===== config.mk =====
export PLATFORM = sky130hd
export DESIGN_NAME = prime_factor_totient
export DESIGN_NICKNAME = d
export VERILOG_FILES = /design/src/hw/rtl/pft_pkg.sv /design/src/hw/rtl/prime_factor_totient.sv /design/src/hw/rtl/pft_div.sv /design/src/hw/rtl/pft_mul.sv /design/src/hw/rtl/pft_datapath.sv /design/src/hw/rtl/pft_ctrl.sv
export SDC_FILE = /design/constraint.sdc
export NUM_CORES = 1
export LEC_CHECK = 0
export BUFFER_PORTS_ARGS = -buffer_cell sky130_fd_sc_hd__buf_2
export CAP_MARGIN = 10
export CORE_UTILIZATION = 48
export DETAILED_ROUTE_END_ITERATION = 8
export PLACE_DENSITY_LB_ADDON = 0.12
export SYNTH_ARGS = -nofsm -noshare
export SYNTH_HDL_FRONTEND = slang
export SYNTH_HIERARCHICAL = 1
export SYNTH_SLANG_ARGS = --single-unit
export TNS_END_PERCENT = 30

===== constraint.sdc =====
create_clock -name clk -period 7.1 [get_ports clk]
set_input_delay 0.355 -clock clk [delete_from_list [all_inputs] [get_ports clk]]
set_output_delay 0.355 -clock clk [all_outputs]
set_load 0.005 [all_outputs]

===== src/hw/rtl/pft_pkg.sv =====
`default_nettype none
// ----------------------------------------------------------------------------
// pft_pkg
// Shared types and constants for the prime factor / totient block.
// ----------------------------------------------------------------------------
package pft_pkg;

    localparam int IN_DATA_W   = 32;  // value
    localparam int PRIME_W     = 32;
    localparam int EXP_W       = 5;
    localparam int TOT_W       = 32;
    localparam int OUT_DATA_W  = 72;  // prime, exponent, totient, zero fill
    localparam int MAX_RESULTS = 9;
    localparam int RES_CNT_W   = 4;
    localparam logic [EXP_W-1:0] EXP_MAX = 5'd31;
    localparam logic [TOT_W-1:0] TOT_MAX = 32'hFFFF_FFFF;

    // datapath operations, one per cycle
    typedef enum logic [3:0] {
        OP_NONE,
        OP_LOAD,    // take a new value
        OP_SHIFT2,  // divide out one factor of two
        OP_NEXT,    // step to the next trial divisor
        OP_DIV,     // start remaining / divisor
        OP_DIVOUT,  // remaining = quotient, bump count, start totient multiply
        OP_REST,    // leftover prime: start totient multiply
        OP_TAKE,    // retire a prime into the pending slot, emit the old one if due
        OP_FINAL    // emit the pending result as the last one
    } pft_op_t;

    typedef enum logic [3:0] {
        ST_IDLE,
        ST_CHK,
        ST_EVEN,
        ST_TAKE_LOOP,
        ST_NEXT,
        ST_DIV,
        ST_DWAIT,
        ST_DIVOUT,
        ST_MWAIT,
        ST_REST_CHK,
        ST_RWAIT,
        ST_TAKE_REST,
        ST_FIN
    } pft_state_t;

    typedef struct packed {
        logic rem_le1;    // remaining <= 1
        logic rem_gt2;    // remaining > 2
        logic rem_odd;    // remaining is odd
        logic mult_zero;  // no factor of the divisor taken yet
        logic div_done;   // divider result ready this cycle
        logic div_ge;     // divisor <= quotient
        logic rem_zero;   // division remainder is zero
        logic mul_done;   // totient product written this cycle
        logic need_emit;  // taking a prime pushes out a result
        logic out_free;   // output register can be loaded
    } pft_status_t;

endpackage
`default_nettype wire


===== src/hw/rtl/prime_factor_totient.sv =====
`default_nettype none
// ----------------------------------------------------------------------------
// prime_factor_totient
// Trial-division factorization with Euler's totient, one result per prime (max 9).
// ----------------------------------------------------------------------------
//
//  channel | dir | bus fields (lsb first)
//  --------+-----+------------------------------------------------------------
//  s_*     | in  | tdata: value[31:0]
//  m_*     | out | tdata: prime[31:0] exponent[36:32] totient[68:37] zero[71:69];
//          |     | tlast: last result for this value
//
// One value at a time. Each odd trial divisor costs a division in the shared
// bit-serial divider; each factor taken out adds a division and a shift-add
// multiply, each factor of two a shift. A prime near 2^32 tries 32768 divisors.
// Reset is asynchronous and clears the sequencer and the output valid.
// A stalled m_tready holds the output register and blocks only a new result.
// ----------------------------------------------------------------------------
module prime_factor_totient #(
    parameter int VALUE_WIDTH = 32
) (
    input  wire logic                              clk,
    input  wire logic                              rst_n,
    // input transactions
    input  wire logic                              s_tvalid,
    output logic                                   s_tready,
    input  wire logic [pft_pkg::IN_DATA_W-1:0]     s_tdata,   // value[31:0]
    // result transactions
    output logic                                   m_tvalid,
    input  wire logic                              m_tready,
    output logic      [pft_pkg::OUT_DATA_W-1:0]    m_tdata,   // prime, exponent, totient
    output logic                                   m_tlast    // last
);
    import pft_pkg::*;

    pft_op_t     op;
    pft_status_t status;

    // sequencer: owns the input handshake, issues one datapath op per cycle
    pft_ctrl u_ctrl (
        .clk      (clk),
        .rst_n    (rst_n),
        .in_valid (s_tvalid),
        .in_ready (s_tready),
        .status   (status),
        .op       (op)
    );

    // datapath: remaining value, divisor, totient product, pending result
    // and the output register that decouples the result channel
    pft_datapath #(.W(VALUE_WIDTH)) u_dp (
        .clk      (clk),
        .rst_n    (rst_n),
        .op       (op),
        .value    (s_tdata),
        .status   (status),
        .m_tvalid (m_tvalid),
        .m_tready (m_tready),
        .m_tdata  (m_tdata),
        .m_tlast  (m_tlast)
    );

endmodule
`default_nettype wire


===== src/hw/rtl/pft_div.sv =====
`default_nettype none
// ----------------------------------------------------------------------------
// pft_div
// Restoring divider, one quotient bit per cycle; results hold after done.
// ----------------------------------------------------------------------------
module pft_div #(
    parameter int W = 32
) (
    input  wire logic         clk,
    input  wire logic         rst_n,
    input  wire logic         start,
    input  wire logic [W-1:0] num,
    input  wire logic [W-1:0] den,
    output logic      [W-1:0] quo,
    output logic      [W-1:0] rem,
    output logic              done
);
    localparam int CNT_W = $clog2(W + 1);

    logic             busy_reg, busy_next;
    logic             done_reg, done_next;
    logic [CNT_W-1:0] cnt_reg, cnt_next;
    logic [W-1:0]     quo_reg, quo_next;
    logic [W-1:0]     rem_reg, rem_next;
    logic [W:0]       rem_sh;
    logic [W:0]       diff;

    always_comb
    begin
        rem_sh    = {rem_reg, quo_reg[W-1]};
        diff      = rem_sh - {1'b0, den};
        busy_next = busy_reg;
        done_next = 1'b0;
        cnt_next  = cnt_reg;
        quo_next  = quo_reg;
        rem_next  = rem_reg;
        if (start)
        begin
            busy_next = 1'b1;
            cnt_next  = CNT_W'(W);
            quo_next  = num;
            rem_next  = '0;
        end
        else if (busy_reg)
        begin
            if (!diff[W])
            begin
                rem_next = diff[W-1:0];
                quo_next = {quo_reg[W-2:0], 1'b1};
            end
            else
            begin
                rem_next = rem_sh[W-1:0];
                quo_next = {quo_reg[W-2:0], 1'b0};
            end
            cnt_next = cnt_reg - 1'b1;
            if (cnt_reg == CNT_W'(1))
            begin
                busy_next = 1'b0;
                done_next = 1'b1;
            end
        end
    end

    always_ff @(posedge clk or negedge rst_n)
    begin
        if (!rst_n)
        begin
            busy_reg <= 1'b0;
            done_reg <= 1'b0;
            cnt_reg  <= '0;
        end
        else
        begin
            busy_reg <= busy_next;
            done_reg <= done_next;
            cnt_reg  <= cnt_next;
        end
    end

    always_ff @(posedge clk)
    begin
        quo_reg <= quo_next;
        rem_reg <= rem_next;
    end

    assign quo  = quo_reg;
    assign rem  = rem_reg;
    assign done = done_reg;

endmodule
`default_nettype wire


===== src/hw/rtl/pft_mul.sv =====
`default_nettype none
// ----------------------------------------------------------------------------
// pft_mul
// Shift-add multiplier, product truncated to W bits; ends when the
// multiplier runs out of set bits.
// ----------------------------------------------------------------------------
module pft_mul #(
    parameter int W = 32
) (
    input  wire logic         clk,
    input  wire logic         rst_n,
    input  wire logic         start,
    input  wire logic [W-1:0] a,
    input  wire logic [W-1:0] b,
    output logic      [W-1:0] prod,
    output logic              done
);
    logic         busy_reg, busy_next;
    logic         done_reg, done_next;
    logic [W-1:0] mcand_reg, mcand_next;
    logic [W-1:0] mplier_reg, mplier_next;
    logic [W-1:0] prod_reg, prod_next;

    always_comb
    begin
        busy_next   = busy_reg;
        done_next   = 1'b0;
        mcand_next  = mcand_reg;
        mplier_next = mplier_reg;
        prod_next   = prod_reg;
        if (start)
        begin
            busy_next   = 1'b1;
            mcand_next  = a;
            mplier_next = b;
            prod_next   = '0;
        end
        else if (busy_reg)
        begin
            if (mplier_reg[0])
                prod_next = prod_reg + mcand_reg;
            mcand_next  = {mcand_reg[W-2:0], 1'b0};
            mplier_next = {1'b0, mplier_reg[W-1:1]};
            if (mplier_next == '0)
            begin
                busy_next = 1'b0;
                done_next = 1'b1;
            end
        end
    end

    always_ff @(posedge clk or negedge rst_n)
    begin
        if (!rst_n)
        begin
            busy_reg <= 1'b0;
            done_reg <= 1'b0;
        end
        else
        begin
            busy_reg <= busy_next;
            done_reg <= done_next;
        end
    end

    always_ff @(posedge clk)
    begin
        mcand_reg  <= mcand_next;
        mplier_reg <= mplier_next;
        prod_reg   <= prod_next;
    end

    assign prod = prod_reg;
    assign done = done_reg;

endmodule
`default_nettype wire


===== src/hw/rtl/pft_datapath.sv =====
`default_nettype none
// ----------------------------------------------------------------------------
// pft_datapath
// Factoring registers, shared divider and multiplier, pending result slot
// and output register.
// ----------------------------------------------------------------------------
module pft_datapath #(
    parameter int W = 32
) (
    input  wire logic                              clk,
    input  wire logic                              rst_n,
    input  wire pft_pkg::pft_op_t                  op,
    input  wire logic [pft_pkg::IN_DATA_W-1:0]     value,
    output pft_pkg::pft_status_t                   status,
    output logic                                   m_tvalid,
    input  wire logic                              m_tready,
    output logic      [pft_pkg::OUT_DATA_W-1:0]    m_tdata,
    output logic                                   m_tlast
);
    import pft_pkg::*;

    localparam int CW = ($clog2(W + 1) > EXP_W) ? $clog2(W + 1) : EXP_W;
    localparam int XW = (W > TOT_W) ? W : TOT_W;

    logic [W-1:0]         rem_reg, rem_next;
    logic [W-1:0]         d_reg, d_next;
    logic [CW-1:0]        mult_reg, mult_next;
    logic [W-1:0]         acc_reg, acc_next;
    logic [W-1:0]         pend_prime_reg, pend_prime_next;
    logic [CW-1:0]        pend_exp_reg, pend_exp_next;
    logic                 have_pend_reg, have_pend_next;
    logic [RES_CNT_W-1:0] cnt_reg, cnt_next;

    logic                 out_valid_reg, out_valid_next;
    logic [PRIME_W-1:0]   out_prime_reg, out_prime_next;
    logic [EXP_W-1:0]     out_exp_reg, out_exp_next;
    logic [TOT_W-1:0]     out_tot_reg, out_tot_next;
    logic                 out_last_reg, out_last_next;

    logic [W-1:0]         val_w;
    logic [W-1:0]         div_quo, div_rem;
    logic                 div_done;
    logic [W-1:0]         mul_b, mul_prod;
    logic                 mul_done;
    logic                 out_free, need_emit;
    logic [XW-1:0]        prime_x, tot_x;
    logic [PRIME_W-1:0]   prime_fmt;
    logic [EXP_W-1:0]     exp_fmt;
    logic [TOT_W-1:0]     tot_fmt;

    assign val_w = W'(value);

    pft_div #(.W(W)) u_div (
        .clk   (clk),
        .rst_n (rst_n),
        .start (op == OP_DIV),
        .num   (rem_reg),
        .den   (d_reg),
        .quo   (div_quo),
        .rem   (div_rem),
        .done  (div_done)
    );

    // first factor of a prime contributes p-1, each further one p
    assign mul_b = (op == OP_REST) ? rem_reg - 1'b1
                 : (mult_reg == '0) ? d_reg - 1'b1 : d_reg;

    pft_mul #(.W(W)) u_mul (
        .clk   (clk),
        .rst_n (rst_n),
        .start ((op == OP_DIVOUT) || (op == OP_REST)),
        .a     (acc_reg),
        .b     (mul_b),
        .prod  (mul_prod),
        .done  (mul_done)
    );

    assign out_free  = !out_valid_reg || m_tready;
    assign need_emit = have_pend_reg && (cnt_reg < RES_CNT_W'(MAX_RESULTS - 1));

    // result formatting: 32-bit prime, saturated exponent and totient
    assign prime_x   = XW'(pend_prime_reg);
    assign prime_fmt = prime_x[PRIME_W-1:0];
    assign exp_fmt   = (pend_exp_reg > CW'(EXP_MAX)) ? EXP_MAX : pend_exp_reg[EXP_W-1:0];
    assign tot_x     = XW'(acc_reg);
    assign tot_fmt   = (tot_x > XW'(TOT_MAX)) ? TOT_MAX : tot_x[TOT_W-1:0];

    always_comb
    begin
        rem_next        = rem_reg;
        d_next          = d_reg;
        mult_next       = mult_reg;
        acc_next        = acc_reg;
        pend_prime_next = pend_prime_reg;
        pend_exp_next   = pend_exp_reg;
        have_pend_next  = have_pend_reg;
        cnt_next        = cnt_reg;
        out_valid_next  = out_valid_reg && !m_tready;
        out_prime_next  = out_prime_reg;
        out_exp_next    = out_exp_reg;
        out_tot_next    = out_tot_reg;
        out_last_next   = out_last_reg;

        if (mul_done)
            acc_next = mul_prod;

        unique case (op)
            OP_LOAD:
            begin
                rem_next        = val_w;
                d_next          = W'(2);
                mult_next       = '0;
                acc_next        = (val_w <= W'(1)) ? val_w : W'(1);
                pend_prime_next = '0;
                pend_exp_next   = '0;
                have_pend_next  = 1'b0;
                cnt_next        = '0;
            end
            OP_SHIFT2:
            begin
                rem_next  = {1'b0, rem_reg[W-1:1]};
                mult_next = mult_reg + 1'b1;
                if (mult_reg != '0)
                    acc_next = {acc_reg[W-2:0], 1'b0};
            end
            OP_NEXT:
            begin
                d_next    = (d_reg == W'(2)) ? W'(3) : d_reg + W'(2);
                mult_next = '0;
            end
            OP_DIVOUT:
            begin
                rem_next  = div_quo;
                mult_next = mult_reg + 1'b1;
            end
            OP_REST:
            begin
                d_next    = rem_reg;
                mult_next = CW'(1);
                rem_next  = W'(1);
            end
            OP_TAKE:
            begin
                if (need_emit)
                begin
                    out_valid_next = 1'b1;
                    out_prime_next = prime_fmt;
                    out_exp_next   = exp_fmt;
                    out_tot_next   = '0;
                    out_last_next  = 1'b0;
                    cnt_next       = cnt_reg + 1'b1;
                end
                // past the result limit only the totient keeps growing
                if (!have_pend_reg || need_emit)
                begin
                    pend_prime_next = d_reg;
                    pend_exp_next   = mult_reg;
                    have_pend_next  = 1'b1;
                end
            end
            OP_FINAL:
            begin
                out_valid_next = 1'b1;
                out_prime_next = prime_fmt;
                out_exp_next   = exp_fmt;
                out_tot_next   = tot_fmt;
                out_last_next  = 1'b1;
            end
            default:
            begin
            end
        endcase
    end

    always_ff @(posedge clk or negedge rst_n)
    begin
        if (!rst_n)
        begin
            out_valid_reg <= 1'b0;
            have_pend_reg <= 1'b0;
            cnt_reg       <= '0;
            mult_reg      <= '0;
            rem_reg       <= '0;
            d_reg         <= W'(2);
            acc_reg       <= W'(1);
        end
        else
        begin
            out_valid_reg <= out_valid_next;
            have_pend_reg <= have_pend_next;
            cnt_reg       <= cnt_next;
            mult_reg      <= mult_next;
            rem_reg       <= rem_next;
            d_reg         <= d_next;
            acc_reg       <= acc_next;
        end
    end

    always_ff @(posedge clk)
    begin
        pend_prime_reg <= pend_prime_next;
        pend_exp_reg   <= pend_exp_next;
        out_prime_reg  <= out_prime_next;
        out_exp_reg    <= out_exp_next;
        out_tot_reg    <= out_tot_next;
        out_last_reg   <= out_last_next;
    end

    always_comb
    begin
        status.rem_le1   = rem_reg <= W'(1);
        status.rem_gt2   = rem_reg > W'(2);
        status.rem_odd   = rem_reg[0];
        status.mult_zero = mult_reg == '0;
        status.div_done  = div_done;
        status.div_ge    = d_reg <= div_quo;
        status.rem_zero  = div_rem == '0;
        status.mul_done  = mul_done;
        status.need_emit = need_emit;
        status.out_free  = out_free;
    end

    assign m_tvalid = out_valid_reg;
    assign m_tdata  = {{(OUT_DATA_W - PRIME_W - EXP_W - TOT_W){1'b0}},
                       out_tot_reg, out_exp_reg, out_prime_reg};
    assign m_tlast  = out_last_reg;

endmodule
`default_nettype wire


===== src/hw/rtl/pft_ctrl.sv =====
`default_nettype none
// ----------------------------------------------------------------------------
// pft_ctrl
// Sequencer for trial division: twos, odd divisors, leftover prime, emit.
// ----------------------------------------------------------------------------
module pft_ctrl (
    input  wire logic                  clk,
    input  wire logic                  rst_n,
    input  wire logic                  in_valid,
    output logic                       in_ready,
    input  wire pft_pkg::pft_status_t  status,
    output pft_pkg::pft_op_t           op
);
    import pft_pkg::*;

    pft_state_t state_reg, state_next;
    logic       take_ok;

    assign take_ok = !status.need_emit || status.out_free;

    always_comb
    begin
        state_next = state_reg;
        unique case (state_reg)
            ST_IDLE:      if (in_valid) state_next = ST_CHK;
            ST_CHK:       state_next = status.rem_le1 ? ST_FIN : ST_EVEN;
            ST_EVEN:
            begin
                if (status.rem_odd)
                    state_next = status.mult_zero ? ST_NEXT : ST_TAKE_LOOP;
            end
            ST_TAKE_LOOP: if (take_ok) state_next = ST_NEXT;
            ST_NEXT:      state_next = ST_DIV;
            ST_DIV:       state_next = ST_DWAIT;
            ST_DWAIT:
            begin
                if (status.div_done)
                begin
                    priority if (status.mult_zero && !status.div_ge)
                        state_next = ST_REST_CHK;
                    else if (status.rem_zero)
                        state_next = ST_DIVOUT;
                    else if (!status.mult_zero)
                        state_next = ST_TAKE_LOOP;
                    else
                        state_next = ST_NEXT;
                end
            end
            ST_DIVOUT:    state_next = ST_MWAIT;
            ST_MWAIT:     if (status.mul_done) state_next = ST_DIV;
            ST_REST_CHK:  state_next = status.rem_gt2 ? ST_RWAIT : ST_FIN;
            ST_RWAIT:     if (status.mul_done) state_next = ST_TAKE_REST;
            ST_TAKE_REST: if (take_ok) state_next = ST_FIN;
            ST_FIN:       if (status.out_free) state_next = ST_IDLE;
            default:      state_next = ST_IDLE;
        endcase
    end

    always_comb
    begin
        op       = OP_NONE;
        in_ready = 1'b0;
        unique case (state_reg)
            ST_IDLE:
            begin
                in_ready = 1'b1;
                if (in_valid)
                    op = OP_LOAD;
            end
            ST_EVEN:      if (!status.rem_odd) op = OP_SHIFT2;
            ST_TAKE_LOOP: if (take_ok) op = OP_TAKE;
            ST_TAKE_REST: if (take_ok) op = OP_TAKE;
            ST_NEXT:      op = OP_NEXT;
            ST_DIV:       op = OP_DIV;
            ST_DIVOUT:    op = OP_DIVOUT;
            ST_REST_CHK:  if (status.rem_gt2) op = OP_REST;
            ST_FIN:       if (status.out_free) op = OP_FINAL;
            default:      op = OP_NONE;
        endcase
    end

    always_ff @(posedge clk or negedge rst_n)
    begin
        if (!rst_n)
            state_reg <= ST_IDLE;
        else
            state_reg <= state_next;
    end

endmodule
`default_nettype wire


# Word level (Yosys, flattened, before mapping)
# Index checks and enable logic that the tools add are counted.
totals:
  in_bits: 36
  ff_bits: 390
  out_inout_bits: 75
op_classes:
  n_reduce_logical: 32
  n_mux: 73
  order_cmp: 7
  addsub: 8
  n_eq_ne: 32
ops:
  columns: ["operator", "n"]
  rows:
  - ["32-bit 2-to-1 mux", 17]
  - ["32-bit one-hot mux with 2 select lines", 4]
  - ["32-bit one-hot mux with 4 select lines", 1]
  - ["32-bit one-hot mux with 3 select lines", 1]
  - ["32-bit by 1-bit less-or-equal comparator with 1-bit output (second input constant)", 2]
  - ["32-bit by 1-bit subtractor with 32-bit output (second input constant)", 2]
  - ["4-bit 2-to-1 mux", 13]
  - ["4-bit one-hot mux with 13 select lines", 1]
  - ["33-bit by 32-bit subtractor with 33-bit output", 1]
  - ["32-bit by 2-bit adder with 32-bit output (second input constant)", 1]
  - ["32-bit adder", 1]
  - ["32-bit by 2-bit == test with 1-bit output (second input constant)", 1]
  - ["4-bit by 3-bit == test with 1-bit output (second input constant)", 8]
  - ["32-bit by 2-bit greater-than comparator with 1-bit output (second input constant)", 1]
  - ["32-bit greater-than comparator (second input constant)", 1]
  - ["32-bit less-or-equal comparator", 1]
  - ["32-bit zero test", 1]
  - ["4-bit one-hot mux with 8 select lines", 1]
  - ["31-bit zero test", 1]
  - ["4-bit == test (second input constant)", 6]
  - ["1-bit 2-to-1 mux", 18]
  - ["6-bit 2-to-1 mux", 3]
  - ["2-bit by 1-bit inequality test with 1-bit output (second input constant)", 9]
  - ["6-bit one-hot mux with 3 select lines", 1]
  - ["other kinds (28)", 56]

# Logic depth before layout (Yosys ltp)
logic_depth:
  ltp_word: 9
  depth_mapped: 17
  ltp_nobuf: 13

# Hierarchy
# Netlist, hierarchy kept.
by_module_without_submodules:
  columns: ["module", "cells_per_inst", "n_inst", "area_per_inst_um2", "seq_area_each_um2"]
  rows:
  - ["pft_datapath", 1213, 1, 12200.5, 5948.2]
  - ["pft_mul", 520, 1, 5607.9, 2612.5]
  - ["pft_div", 526, 1, 4989.8, 1801.7]
  - ["pft_ctrl", 68, 1, 571.8, 100.1]

# Worst setup path after synthesis
# No wires, ideal clock.
synth_timing:
  kind: "register to register"
  start: "register u_dp.rem_reg[12]"
  end: "register u_dp.out_last_reg, in the netlist u_dp/m_tlast (enable)"
  path_slack_ns: 1.794
  stages_incl_launch_ff: 12
  setup_time_ns: 0.441
  arrival_ns: 4.865
  path_buffers: 2
  period_less_slack_ns: 5.306
  t_required_ns: 6.659
  cell_sequence: "dfrtp_1 -> clkbuf_1 -> or3_1 -> nor4_1 -> and4_1 -> o2111ai_1 -> and3_1 -> a211oi_1 -> a211oi_1 -> clkbuf_1 -> nor4b_1 -> nand2b_1"
synth_lines:
  columns: ["item", "line_no", "text"]
  rows:
  - ["start, declared", "pft_datapath.sv:25", "logic [W-1:0] rem_reg, rem_next;"]
  - ["start signal, assigned", "pft_datapath.sv:193", "rem_reg <= rem_next;"]
  - ["end signal, assigned", "pft_datapath.sv:206", "out_last_reg <= out_last_next;"]
  - ["end, declared", "pft_datapath.sv:38", "logic out_last_reg, out_last_next;"]

==> impl_metrics.json <==
{
  "status": "complete, no violations",
  "grt_pass1_wl_mm": 103,
  "cts_tree": "built",
  "p_switching_uw": 6500,
  "synth_top_flop_cell": "edfxtp_1",
  "synth_area_leader_cell": "edfxtp_1",
  "post-route-period-util": 0.797,
  "synth_edf_count": 204,
  "numCtsBuffers": 43,
  "finalSetupTns_ps": 0,
  "p_int_uw": 7910,
  "synth_cell_types": 99,
  "pin_count": 111,
  "nNetsFinal": 2502,
  "dpl_cell_area_um2": 24300,
  "grt_max_degree": 75,
  "slew_headroom": 0.208,
  "hold_viol_final": 0,
  "r2r_start": "u_dp/rem_reg[12]",
  "r2r_slack_ps": 1440,
  "power_frac_comb": 0.527,
  "vdd_ir_drop_max_v": 0.000305,
  "via_per_inst": 6.11,
  "cts_num_sinks": 390,
  "powerDensity_nw_per_um2": 560,
  "num_antenna_cells": 0,
  "required_ps": 7360,
  "worstSetupPathType": "flip-flop to flip-flop",
  "power.share.sequential": 0.312,
  "fillers": 4246,
  "postCtsSetupBuffers": 0,
  "p_sw_frac": 0.451,
  "max-cap-violations": 0,
  "cp_max_fo": 46,
  "finalClockSkew_ps": 16.7,
  "drt_iter0_markers": 1792,
  "synth-seq-area-share": 0.448,
  "rr_endpoint": "u_dp/u_mul/mcand_reg[28]",
  "drcViolationCount": 0,
  "startpoint": "u_dp/rem_reg[12]",
  "antenna_found_initial": 0,
  "num_rows": 80,
  "clockBufferDepth": 3,
  "period_minus_slack_ps": 5660,
  "p_clk_frac": 0.162,
  "synth_seq_cells": 390,
  "grt_util_all_layers": 0.263,
  "synthCells": 2327,
  "start_util": 0.488,
  "wire_per_inst_um": 21.8,
  "antenna_left": 0,
  "yosysWarnings": 6,
  "slew_violations": 0,
  "die_area_um2": 49600,
  "startpoint_type": "flip-flop",
  "hold_path.class": "primary input to flip-flop",
  "max_freq_mhz": 177,
  "worstPathArrival_ps": 5920,
  "crit_path_end_kind": "flip-flop",
  "netlist_area_um2": 23400,
  "place.gp.congestion": 0.935,
  "dp_hpwl_mm": 46.1,
  "synth_top_area_frac": 0.262,
  "ctsRootBufferMaster": "clkbuf_16",
  "wl_mm": 65.5,
  "postLayoutCellArea_um2": 25700,
  "vias": 18358,
  "synthTopCellsByCount": "nand2_1 (209), edfxtp_1 (204), dfrtp_1 (120), nor2_1 (119), clkbuf_1 (116)",
  "syn2layout_area_growth_pct": 10.1,
  "dr.pass1.iters": 6,
  "tightest_slew_ps": 1190,
  "synth_area_leaders": "edfxtp_1 (26%), dfrtp_1 (13%), ha_1 (5.8%)",
  "grt-ovfl-total": 0,
  "die_h_um": 223,
  "grt_pass1_vias": 17500,
  "fp.dieW_um": 223,
  "rsz0062_at_grt": "false",
  "htreeDepth": 2,
  "power.leakage_uw": 0.0102,
  "crit_end": "u_dp/u_mul/mcand_reg[28]",
  "setup_violations": 0,
  "r2r_cells": 12,
  "post-synth-top-count-cell": "nand2_1",
  "core_um2": 47800,
  "drive_gt1_frac": 0.143,
  "io_buffers": 107,
  "syn_avg_cell_area_um2": 10.0,
  "insertion_delay_ps": 580,
  "clk_pin_slew_worst_paths_ps": 60,
  "async_reset_ff_frac": 0.313
}
==> cell type report <==
type                       instances  area [µm²]  share of cell area
tap                              615         769              0.0299
clock inverter                    19         234             0.00910
clock buffer                      61        1220              0.0476
sequential                       390       10500               0.407
multi-input combinational       1683       11900               0.462
timing repair buffer             133         748              0.0291
inverter                         105         394              0.0153
==> worst max-delay path, cell delays in order, from the launching register on <==
cell and delay, ps:
dfrtp_1 490, or3_1 470, nor4_1 680, and4_1 360
o2111ai_1 200, and3_1 250, a21oi_1 110, o32ai_1 220
nand2b_1 350, a21oi_4 760, nor2_1 170, inv_2 800
buf_4 430
==> per-stage QoR <==
stage                     hold WS (ps)   util  std cells  total power, µW  setup WS [ps]
final                             39.0  0.538       3006            14400           1440
after CTS                         6.00  0.538       3006            14400           1450
after global routing              34.0  0.538       3006            15300           1090
after global placement             401  0.507       2925            11800           1700
after detailed placement           405  0.507       2925            12000           1510
after floorplan                   59.4      -       2329             9930           1790
==> power by group through the flow <==
stage                     Combinational (µW)  Sequential [µW]  Clock [µW]
after floorplan                         5950             3980           0
after global placement                  7340             4470           0
after detailed placement                7470             4500           0
after CTS                               7520             4470        2390
after global routing                    8260             4620        2470
final                                   7590             4490        2330
==> cell families (layout without fill, tap and decap cells) <==
kind of cell             after synthesis  after routing  share of synthesized area
AND/OR/NAND/NOR                      737            737                      0.164
XOR/XNOR                             112            112                     0.0420
flip-flops                           390            390                      0.448
buffers and inverters                256            318                     0.0464
AO/OA/AOI/OAI                        547            547                      0.160
adder cells (fa/ha/maj)              110            110                     0.0595
other                                  1              3                   0.000160
multiplexers                         174            174                     0.0804
==> repair_timing <==
item / 4_1_cts / 5_1_grt
hold buffers: 1 / 0
endpoints found under the hold margin: 53 / 0
resized for setup: 0 / 0
==> cell usage in the layout, fill, tap and decap left out, drive strengths merged, types with 9 or more instances in the layout <==
| cell type | n |
|---|---|
| o21bai | 9 |
| clkinv | 12 |
| o211ai | 19 |
| or3 | 15 |
| nor2b | 21 |
| xnor2 | 72 |
| mux2 | 101 |
| mux2i | 73 |
| clkbuf | 61 |
| and2 | 87 |
| a2bb2oi | 31 |
| nor4 | 42 |
| or4 | 10 |
| nor3 | 46 |
| nand3b | 11 |
| ha | 108 |
| a31oi | 21 |
| dfrtp | 120 |
| nand4 | 33 |
| nor2 | 119 |
| nand3 | 57 |
| or2 | 12 |
| o31ai | 38 |
| and3 | 25 |
| edfxtp | 204 |
| and4 | 9 |
| buf | 132 |
| nand2 | 209 |
| a21oi | 115 |
| a211oi | 42 |
| dfxtp | 64 |
| nand2b | 19 |
| o21ai | 121 |
| a21o | 31 |
| nor3b | 9 |
| inv | 107 |
| a22oi | 47 |
| xor2 | 40 |
==> routing by layer <==
layer	vias up	GRT usage	part of all wire
li1	8652	-	-
met1	8921	0.388	0.46
met2	687	0.391	0.43
met3	98	0.0484	0.073
met4	0	0.0816	0.028
met5	-	0	0
==> how the worst min path moves through the flow <==
| stage | start | endpoint | cells after the start |
|---|---|---|---|
| after floorplan | rst_n | u_ctrl/state_reg[0] | 0 |
| after global placement | u_dp/pend_prime_reg[22] | u_dp/out_prime_reg[22] | 0 |
| after detailed placement | u_dp/pend_prime_reg[4] | u_dp/out_prime_reg[4] | 0 |
| after CTS | s_tdata[31] | u_dp/rem_reg[31] | 3 |
| after global routing | s_tdata[31] | u_dp/rem_reg[31] | 3 |
| final | s_tdata[31] | u_dp/rem_reg[31] | 3 |
(Power assumes the default switching activity.)
